===== src/rtl/assert_macros.svh =====
// assertion macros for the biquad rtl, used by bqf_ctrl
// no dependencies
`ifndef ASSERT_MACROS_SVH
`define ASSERT_MACROS_SVH

// same-cycle implication, checked outside reset
`define BQF_ASSERT_IMP(lbl, clk, rstn, ante, cons, msg) \
  lbl: assert property (@(posedge clk) disable iff (!rstn) (ante) |-> (cons)) \
    else $error(msg);

// next-cycle implication, checked outside reset
`define BQF_ASSERT_NXT(lbl, clk, rstn, ante, cons, msg) \
  lbl: assert property (@(posedge clk) disable iff (!rstn) (ante) |=> (cons)) \
    else $error(msg);

`endif


===== src/rtl/bqf_pkg.sv =====
// types and constants for the biquad filter
// no dependencies
package bqf_pkg;

  localparam int SAMPLE_WIDTH_DEF = 24;
  localparam int COEF_WIDTH_DEF   = 32;
  localparam int FRAC_BITS        = 28;
  localparam int STATE_W          = 60;
  localparam int WIDE_W           = 66;
  localparam int NUM_COEFS        = 5;
  localparam int CFG_IDX_W        = 3;

  typedef enum logic [CFG_IDX_W-1:0] {
    COEF_B0 = 3'd0,
    COEF_B1 = 3'd1,
    COEF_B2 = 3'd2,
    COEF_A1 = 3'd3,
    COEF_A2 = 3'd4
  } coef_idx_t;

  typedef enum logic [2:0] {
    ST_IDLE,
    ST_B0,
    ST_Y,
    ST_A1,
    ST_B2,
    ST_A2,
    ST_UPD
  } state_t;

  typedef enum logic [2:0] {
    MUL_B0,
    MUL_B1,
    MUL_B2,
    MUL_A1,
    MUL_A2
  } mul_sel_t;

  typedef struct packed {
    logic     load_in;
    logic     mul_en;
    mul_sel_t mul_sel;
    logic     cap_y;
    logic     n1_init;
    logic     n1_sub;
    logic     n2_init;
    logic     upd;
    logic     out_load;
  } bqf_cmd_t;

endpackage


===== src/rtl/bqf_cfg_regs.sv =====
// coefficient register bank
// depends on bqf_pkg
module bqf_cfg_regs #(
  parameter int COEF_WIDTH = bqf_pkg::COEF_WIDTH_DEF
) (
  input  logic                                  clk,
  input  logic                                  rst_n,
  input  logic                                  cfg_we,
  input  logic [bqf_pkg::CFG_IDX_W-1:0]         cfg_index,
  input  logic [COEF_WIDTH-1:0]                 cfg_wdata,
  output logic signed [COEF_WIDTH-1:0]          coef [bqf_pkg::NUM_COEFS]
);
  import bqf_pkg::*;

  localparam logic [COEF_WIDTH-1:0] B0_RESET = COEF_WIDTH'(64'd1 << FRAC_BITS);

  logic [COEF_WIDTH-1:0] coef_r [NUM_COEFS];

  always_ff @(posedge clk) begin
    if (!rst_n) begin
      coef_r[COEF_B0] <= B0_RESET;
      coef_r[COEF_B1] <= '0;
      coef_r[COEF_B2] <= '0;
      coef_r[COEF_A1] <= '0;
      coef_r[COEF_A2] <= '0;
    end else if (cfg_we) begin
      case (cfg_index)
        COEF_B0: coef_r[COEF_B0] <= cfg_wdata;
        COEF_B1: coef_r[COEF_B1] <= cfg_wdata;
        COEF_B2: coef_r[COEF_B2] <= cfg_wdata;
        COEF_A1: coef_r[COEF_A1] <= cfg_wdata;
        COEF_A2: coef_r[COEF_A2] <= cfg_wdata;
        default: ;
      endcase
    end
  end

  always_comb begin
    for (int i = 0; i < NUM_COEFS; i++) begin
      coef[i] = $signed(coef_r[i]);
    end
  end

endmodule


===== src/rtl/bqf_datapath.sv =====
// shared multiplier, accumulators, delay states and output register
// depends on bqf_pkg
module bqf_datapath #(
  parameter int SAMPLE_WIDTH = bqf_pkg::SAMPLE_WIDTH_DEF,
  parameter int COEF_WIDTH   = bqf_pkg::COEF_WIDTH_DEF
) (
  input  logic                              clk,
  input  logic                              rst_n,
  input  bqf_pkg::bqf_cmd_t                 cmd,
  input  logic signed [COEF_WIDTH-1:0]      coef [bqf_pkg::NUM_COEFS],
  input  logic signed [SAMPLE_WIDTH-1:0]    in_sample,
  input  logic                              in_clear_first,
  output logic signed [SAMPLE_WIDTH-1:0]    out_sample,
  output logic                              out_clipped
);
  import bqf_pkg::*;

  localparam int PROD_W = SAMPLE_WIDTH + COEF_WIDTH;
  localparam logic signed [WIDE_W-1:0] ROUND_HALF = WIDE_W'(1) <<< (FRAC_BITS - 1);
  localparam logic signed [WIDE_W-1:0] Y_MAX =
    (WIDE_W'(1) <<< (SAMPLE_WIDTH - 1)) - WIDE_W'(1);
  localparam logic signed [WIDE_W-1:0] Y_MIN = ~Y_MAX;
  localparam logic signed [WIDE_W-1:0] S_MAX =
    (WIDE_W'(1) <<< (STATE_W - 1)) - WIDE_W'(1);
  localparam logic signed [WIDE_W-1:0] S_MIN = ~S_MAX;

  logic signed [SAMPLE_WIDTH-1:0] x_r, y_r, out_sample_r;
  logic                           hit_r, out_clipped_r;
  logic signed [PROD_W-1:0]       prod_r;
  logic signed [WIDE_W-1:0]       n1_r, n2_r;
  logic signed [STATE_W-1:0]      d1_r, d2_r;

  logic signed [COEF_WIDTH-1:0]   mul_a;
  logic signed [SAMPLE_WIDTH-1:0] mul_b;
  logic signed [PROD_W-1:0]       prod_nxt;
  logic signed [WIDE_W-1:0]       prod_w, acc, acc_sh, n2_full;
  logic signed [SAMPLE_WIDTH-1:0] y_nxt;
  logic                           y_hit, d1_hit, d2_hit;
  logic signed [STATE_W-1:0]      d1_nxt, d2_nxt;

  always_comb begin
    case (cmd.mul_sel)
      MUL_B0:  mul_a = coef[COEF_B0];
      MUL_B1:  mul_a = coef[COEF_B1];
      MUL_B2:  mul_a = coef[COEF_B2];
      MUL_A1:  mul_a = coef[COEF_A1];
      MUL_A2:  mul_a = coef[COEF_A2];
      default: mul_a = '0;
    endcase
    mul_b    = (cmd.mul_sel == MUL_A1 || cmd.mul_sel == MUL_A2) ? y_r : x_r;
    prod_nxt = PROD_W'(mul_a) * PROD_W'(mul_b);
  end

  always_comb begin
    prod_w = WIDE_W'(prod_r);
    acc    = prod_w + WIDE_W'(d1_r) + ROUND_HALF;
    acc_sh = acc >>> FRAC_BITS;
    y_hit  = 1'b1;
    if (acc_sh > Y_MAX) begin
      y_nxt = SAMPLE_WIDTH'(Y_MAX);
    end else if (acc_sh < Y_MIN) begin
      y_nxt = SAMPLE_WIDTH'(Y_MIN);
    end else begin
      y_nxt = SAMPLE_WIDTH'(acc_sh);
      y_hit = 1'b0;
    end

    n2_full = n2_r - prod_w;

    d1_hit = 1'b1;
    if (n1_r > S_MAX) begin
      d1_nxt = STATE_W'(S_MAX);
    end else if (n1_r < S_MIN) begin
      d1_nxt = STATE_W'(S_MIN);
    end else begin
      d1_nxt = STATE_W'(n1_r);
      d1_hit = 1'b0;
    end

    d2_hit = 1'b1;
    if (n2_full > S_MAX) begin
      d2_nxt = STATE_W'(S_MAX);
    end else if (n2_full < S_MIN) begin
      d2_nxt = STATE_W'(S_MIN);
    end else begin
      d2_nxt = STATE_W'(n2_full);
      d2_hit = 1'b0;
    end
  end

  always_ff @(posedge clk) begin
    if (!rst_n) begin
      d1_r <= '0;
      d2_r <= '0;
    end else if (cmd.load_in && in_clear_first) begin
      d1_r <= '0;
      d2_r <= '0;
    end else if (cmd.upd) begin
      d1_r <= d1_nxt;
      d2_r <= d2_nxt;
    end
  end

  always_ff @(posedge clk) begin
    if (cmd.load_in) begin
      x_r   <= in_sample;
      hit_r <= 1'b0;
    end
    if (cmd.cap_y) begin
      y_r   <= y_nxt;
      hit_r <= y_hit;
    end
    if (cmd.mul_en) begin
      prod_r <= prod_nxt;
    end
    if (cmd.n1_init) begin
      n1_r <= prod_w + WIDE_W'(d2_r);
    end
    if (cmd.n1_sub) begin
      n1_r <= n1_r - prod_w;
    end
    if (cmd.n2_init) begin
      n2_r <= prod_w;
    end
    if (cmd.out_load) begin
      out_sample_r  <= y_r;
      out_clipped_r <= hit_r | d1_hit | d2_hit;
    end
  end

  assign out_sample  = out_sample_r;
  assign out_clipped = out_clipped_r;

endmodule


===== src/rtl/bqf_ctrl.sv =====
// sequencer for the five multiplies and the output handshake
// depends on bqf_pkg and assert_macros.svh
`include "assert_macros.svh"

module bqf_ctrl (
  input  logic               clk,
  input  logic               rst_n,
  input  logic               in_valid,
  output logic               in_ready,
  output logic               out_valid,
  input  logic               out_ready,
  output bqf_pkg::bqf_cmd_t  cmd
);
  import bqf_pkg::*;

  state_t state_r, state_nxt;
  logic   out_valid_r, out_valid_nxt;
  logic   accept;

  always_ff @(posedge clk) begin
    if (!rst_n) begin
      state_r     <= ST_IDLE;
      out_valid_r <= 1'b0;
    end else begin
      state_r     <= state_nxt;
      out_valid_r <= out_valid_nxt;
    end
  end

  always_comb begin
    state_nxt = state_r;
    cmd       = '0;
    cmd.mul_sel = MUL_B0;
    accept    = 1'b0;
    case (state_r)
      ST_IDLE: begin
        accept = in_valid;
        if (in_valid) begin
          cmd.load_in = 1'b1;
          state_nxt   = ST_B0;
        end
      end
      ST_B0: begin
        cmd.mul_en  = 1'b1;
        cmd.mul_sel = MUL_B0;
        state_nxt   = ST_Y;
      end
      ST_Y: begin
        cmd.cap_y   = 1'b1;
        cmd.mul_en  = 1'b1;
        cmd.mul_sel = MUL_B1;
        state_nxt   = ST_A1;
      end
      ST_A1: begin
        cmd.n1_init = 1'b1;
        cmd.mul_en  = 1'b1;
        cmd.mul_sel = MUL_A1;
        state_nxt   = ST_B2;
      end
      ST_B2: begin
        cmd.n1_sub  = 1'b1;
        cmd.mul_en  = 1'b1;
        cmd.mul_sel = MUL_B2;
        state_nxt   = ST_A2;
      end
      ST_A2: begin
        cmd.n2_init = 1'b1;
        cmd.mul_en  = 1'b1;
        cmd.mul_sel = MUL_A2;
        state_nxt   = ST_UPD;
      end
      ST_UPD: begin
        // state update repeats harmlessly while the output slot is full
        cmd.upd = 1'b1;
        if (!out_valid_r || out_ready) begin
          cmd.out_load = 1'b1;
          state_nxt    = ST_IDLE;
        end
      end
      default: state_nxt = ST_IDLE;
    endcase

    if (cmd.out_load) begin
      out_valid_nxt = 1'b1;
    end else if (out_ready) begin
      out_valid_nxt = 1'b0;
    end else begin
      out_valid_nxt = out_valid_r;
    end
  end

  assign in_ready  = (state_r == ST_IDLE);
  assign out_valid = out_valid_r;

  `BQF_ASSERT_IMP(a_no_overwrite, clk, rst_n, cmd.out_load, !out_valid_r || out_ready,
                  "result register overwritten while full")
  `BQF_ASSERT_NXT(a_accept_starts, clk, rst_n, accept, state_r == ST_B0,
                  "accepted transaction did not start the sequence")
  `BQF_ASSERT_IMP(a_result_from_upd, clk, rst_n, $rose(out_valid_r),
                  $past(state_r) == ST_UPD, "result shown without an update step")

endmodule


===== src/rtl/biquad_iir_filter.sv =====
// biquad iir section, transposed direct form ii, fixed point
// depends on bqf_pkg, bqf_cfg_regs, bqf_ctrl, bqf_datapath
//
//   port group   handshake              payload
//   in_          in_valid / in_ready    in_sample, in_clear_first
//   out_         out_valid / out_ready  out_sample, out_clipped
//   cfg_         cfg_we                 cfg_index, cfg_wdata
//
// a result is valid once its five products have gone through one shared registered multiplier
// and the update step has run; the next input is taken in the idle state that follows, so a
// new sample is accepted only after the previous one has finished its sequence.
// a full output register holds the sequence in its last step until it drains.
// synchronous active-low reset: b0 = 1.0, other coefficients and both states zero.
module biquad_iir_filter #(
  parameter int SAMPLE_WIDTH = bqf_pkg::SAMPLE_WIDTH_DEF,
  parameter int COEF_WIDTH   = bqf_pkg::COEF_WIDTH_DEF
) (
  input  logic                              clk,
  input  logic                              rst_n,
  input  logic                              in_valid,
  output logic                              in_ready,
  input  logic signed [SAMPLE_WIDTH-1:0]    in_sample,
  input  logic                              in_clear_first,
  output logic                              out_valid,
  input  logic                              out_ready,
  output logic signed [SAMPLE_WIDTH-1:0]    out_sample,
  output logic                              out_clipped,
  input  logic                              cfg_we,
  input  logic [bqf_pkg::CFG_IDX_W-1:0]     cfg_index,
  input  logic [COEF_WIDTH-1:0]             cfg_wdata
);
  import bqf_pkg::*;

  logic signed [COEF_WIDTH-1:0] coef [NUM_COEFS];
  bqf_cmd_t                     cmd;

  bqf_cfg_regs #(
    .COEF_WIDTH(COEF_WIDTH)
  ) u_cfg (
    .clk       (clk),
    .rst_n     (rst_n),
    .cfg_we    (cfg_we),
    .cfg_index (cfg_index),
    .cfg_wdata (cfg_wdata),
    .coef      (coef)
  );

  bqf_ctrl u_ctrl (
    .clk       (clk),
    .rst_n     (rst_n),
    .in_valid  (in_valid),
    .in_ready  (in_ready),
    .out_valid (out_valid),
    .out_ready (out_ready),
    .cmd       (cmd)
  );

  bqf_datapath #(
    .SAMPLE_WIDTH(SAMPLE_WIDTH),
    .COEF_WIDTH  (COEF_WIDTH)
  ) u_dp (
    .clk            (clk),
    .rst_n          (rst_n),
    .cmd            (cmd),
    .coef           (coef),
    .in_sample      (in_sample),
    .in_clear_first (in_clear_first),
    .out_sample     (out_sample),
    .out_clipped    (out_clipped)
  );

endmodule


===== config.mk =====
export PLATFORM = sky130hd
export DESIGN_NAME = biquad_iir_filter
export DESIGN_NICKNAME = d
export VERILOG_FILES = /design/src/rtl/bqf_pkg.sv /design/src/rtl/bqf_cfg_regs.sv /design/src/rtl/bqf_datapath.sv /design/src/rtl/bqf_ctrl.sv /design/src/rtl/biquad_iir_filter.sv
export VERILOG_INCLUDE_DIRS = /design/src /design/src/rtl
export SDC_FILE = /design/constraint.sdc
export NUM_CORES = 2
export LEC_CHECK = 0
export BUFFER_PORTS_ARGS = -buffer_cell sky130_fd_sc_hd__buf_2
export CORE_ASPECT_RATIO = 1.75
export CORE_MARGIN = 1.5
export CORE_UTILIZATION = 25
export CTS_BUF_LIST = sky130_fd_sc_hd__clkbuf_16
export DETAILED_ROUTE_END_ITERATION = 8
export GPL_ROUTABILITY_DRIVEN = 0
export PLACE_DENSITY = 0.37
export SYNTH_ARGS = -nofsm -noshare
export SYNTH_HDL_FRONTEND = slang
export SYNTH_HIERARCHICAL = 1
export SYNTH_SLANG_ARGS = --single-unit
export TNS_END_PERCENT = 50

===== constraint.sdc =====
create_clock -name clk -period 14.8 [get_ports clk]
set_input_delay 0.74 -clock clk [delete_from_list [all_inputs] [get_ports clk]]
set_output_delay 0.74 -clock clk [all_outputs]
set_load 0.02 [all_outputs]

==> metrics.txt <==
Nets=7588; post-synthesis cell area=59900 µm²; Critical Path End Type=flop; DR vias/cell=4.72; Slew Limit Fails=0; Tmin final=11.90 ns; Core Region=238000 µm²; met3 Use GR=0.0139; reg2reg start=u_ctrl/state_r[2]; fillers=25.3k; EDFF count, synth=412; sequential-to-total area share from yosys stat=0.247; CP Max Fanout=40; Clk pin slew, worst setup/hold paths=0.07 ns; final antenna-violating net count=0; Inst Count DP=9333; Clk Latency, worst-skew pair=0.72 ns; Most used DFF post-synth=edfxtp_1; via count=44.6k; initial drt markers=2166; Slew headroom=0.205; TritonCTS clock tree=done; met1 global-route usage=0.196; kind of critical path=flop to flop; DRC Markers=0; total CTS buffers=59; postcts setup bufs=0; Max Freq=0.0840 GHz; Top Usage Layer GRT=met2; synth warn=6; number of global-route vias before repair=48.9k; first-pass GRT wire length=316000 µm; endpoints failing setup=0; clock sink count=534; initial core utilization=0.251; # H-tree levels=2; Unique masters post-synth=109; Worst path most repeated cell=fa_1; WP data arrival=12.37 ns; routed len/inst=22.5 µm; Worst path max stage delay=0.93 ns; post-cts repair resize count=0; #FFs+latches synth=534; Critical path origin=u_ctrl/state_r[2]; IO buf count=91; Gate Count Post-Synth=6306; status=finished clean; Clock Skews=0.0426 ns; clk root buf=clkbuf_16; grt total ovfl=0; Post-synth ARST share=0; die height=650 µm; Hold WS=0.205 ns; DRT Wirelength=213000 µm; largest net degree at the start of global routing=63; max cap viols=0; GR Util All Layers=0.174; WP data required=15.27 ns; Hold Startpoint=in_sample[3]; Ports=92; Hold Fails Final Rpt=0; layout cells sized above 1=0.0740; Worst Setup Start Kind=flop; Worst Max-Slew Pin Slew=1.19 ns; Max Root-Sink Buffers=3; average size of a mapped cell=9.50 µm²; final core occ=0.278; Hold Crit Class=input pin to flop; non-filler instance count after layout=9448; RSZ-0062 raised after global routing=no; DRT Pass-1 Iters=6; Site Rows=237; hold buffers post-CTS=0; met2 Use GR=0.340; synthesis-to-finish area growth=10.4%; Sum Neg Setup Slack=0 ns; full die area=243000 µm²; Detailed Place HPWL=176000 µm; chip width=373 µm; crit share post-route=0.804; initial antenna violation count=13; post-synth net total=7607; Critical-path top delay cell=fa_1
-- area by class of cell --
| cell class | count | area [µm²] | area share |
|---|---|---|---|
| Antenna cell | 4 | 10.0 | 0.000151 |
| Clock buffer | 61 | 1530 | 0.0231 |
| Clock inverter | 50 | 437 | 0.00660 |
| Inverter | 976 | 3670 | 0.0554 |
| Multi-Input combinational cell | 4530 | 40600 | 0.614 |
| Sequential cell | 534 | 14800 | 0.224 |
| Tap cell | 3107 | 3890 | 0.0588 |
| Timing Repair Buffer | 186 | 1170 | 0.0177 |
-- worst paths after layout --
| check | cells past startpoint | slack [ns] | endpoint |
|---|---|---|---|
| worst min-delay path | 1 | 0.20 | u_dp/x_r[3] |
| worst max-delay path | 29 | 2.90 | u_dp/prod_r[53] |
| worst min register to register | 2 | 0.46 | u_dp/d2_r[54] |
| worst max register to register | 29 | 2.90 | u_dp/prod_r[53] |
-- through the flow --
stage | cell area (µm²) | setup slack [ns]
2_1_floorplan | 59900 | 4.48
3_3_place_gp | 64200 | 2.64
3_5_place_dp | 64200 | 2.65
4_1_cts | 66100 | 2.66
5_1_grt | 66100 | 2.12
6_report | 66100 | 2.90
-- synth_stat cells (30+ instances only) --
cell | instances | share of area
nand3_1 | 57 | 0.0048
ha_1 | 449 | 0.094
xnor2_1 | 153 | 0.022
a21oi_1 | 395 | 0.033
o21a_1 | 30 | 0.0038
dfxtp_1 | 122 | 0.041
o21bai_1 | 34 | 0.0043
and3_1 | 55 | 0.0057
xor2_1 | 92 | 0.013
edfxtp_1 | 412 | 0.21
mux2i_1 | 57 | 0.0095
and2_1 | 53 | 0.0055
nor2b_1 | 37 | 0.0039
nor3_1 | 37 | 0.0031
nand2_1 | 664 | 0.042
o21ai_0 | 240 | 0.020
nand4_1 | 45 | 0.0047
nand2b_1 | 39 | 0.0041
a22oi_1 | 68 | 0.0085
clkbuf_1 | 234 | 0.015
mux2_2 | 56 | 0.011
fa_1 | 787 | 0.26
inv_1 | 975 | 0.061
o22ai_1 | 35 | 0.0037
nor2_1 | 586 | 0.037
a21o_1 | 146 | 0.018
-- layer usage --
metal	vias to the layer above	wire [µm]
met5	-	21
met4	4	7590
met3	290	5790
met2	868	115000
met1	22500	84200
li1	20900	-
-- logic make-up after synthesis --
kind of cell,after synthesis,synth area share
xor+xnor,245,0.0358
compound gates,1253,0.135
flops,534,0.247
fa+ha+maj,1236,0.357
mux,113,0.0201
simple gates,1683,0.125
buf+inv,1242,0.0793
-- sequential cells by signal, indices dropped and copies added (netlist names) --
name              cells
u_ctrl/out_valid      1
u_dp/prod_r          56
u_dp/out_clipped      1
u_dp/y_r             24
u_cfg/coef_r        160
u_dp/n1_r            66
u_dp/n2_r            56
u_dp/x_r             24
u_dp/d1_r            60
u_dp/hit_r            1
u_dp/d2_r            58
u_dp/out_sample      24
u_ctrl/state_r        3
-- cells in the final DEF, fill, tap and decap left out, drive strengths merged, types with 58 or more instances in the layout --
cell type,instances
ha,449
nand2,664
and3,59
clkbuf,61
o21ai,269
xnor2,153
inv,994
edfxtp,412
xor2,92
buf,186
nor2,587
a21oi,397
nand3,58
dfxtp,122
a22oi,68
a21o,148
fa,787
-- critical path, delay by kind of cell (launching register included) --
family	cells	cell delay, ns
simple gates	4	0.79
compound gates	7	2.03
buf+inv	7	2.18
mux	2	1.11
flops	1	0.67
fa+ha+maj	8	4.65
xor+xnor	1	0.14
Power is not shown: default switching activity piles up to over one toggle a cycle in this logic, so the estimate is an artifact.
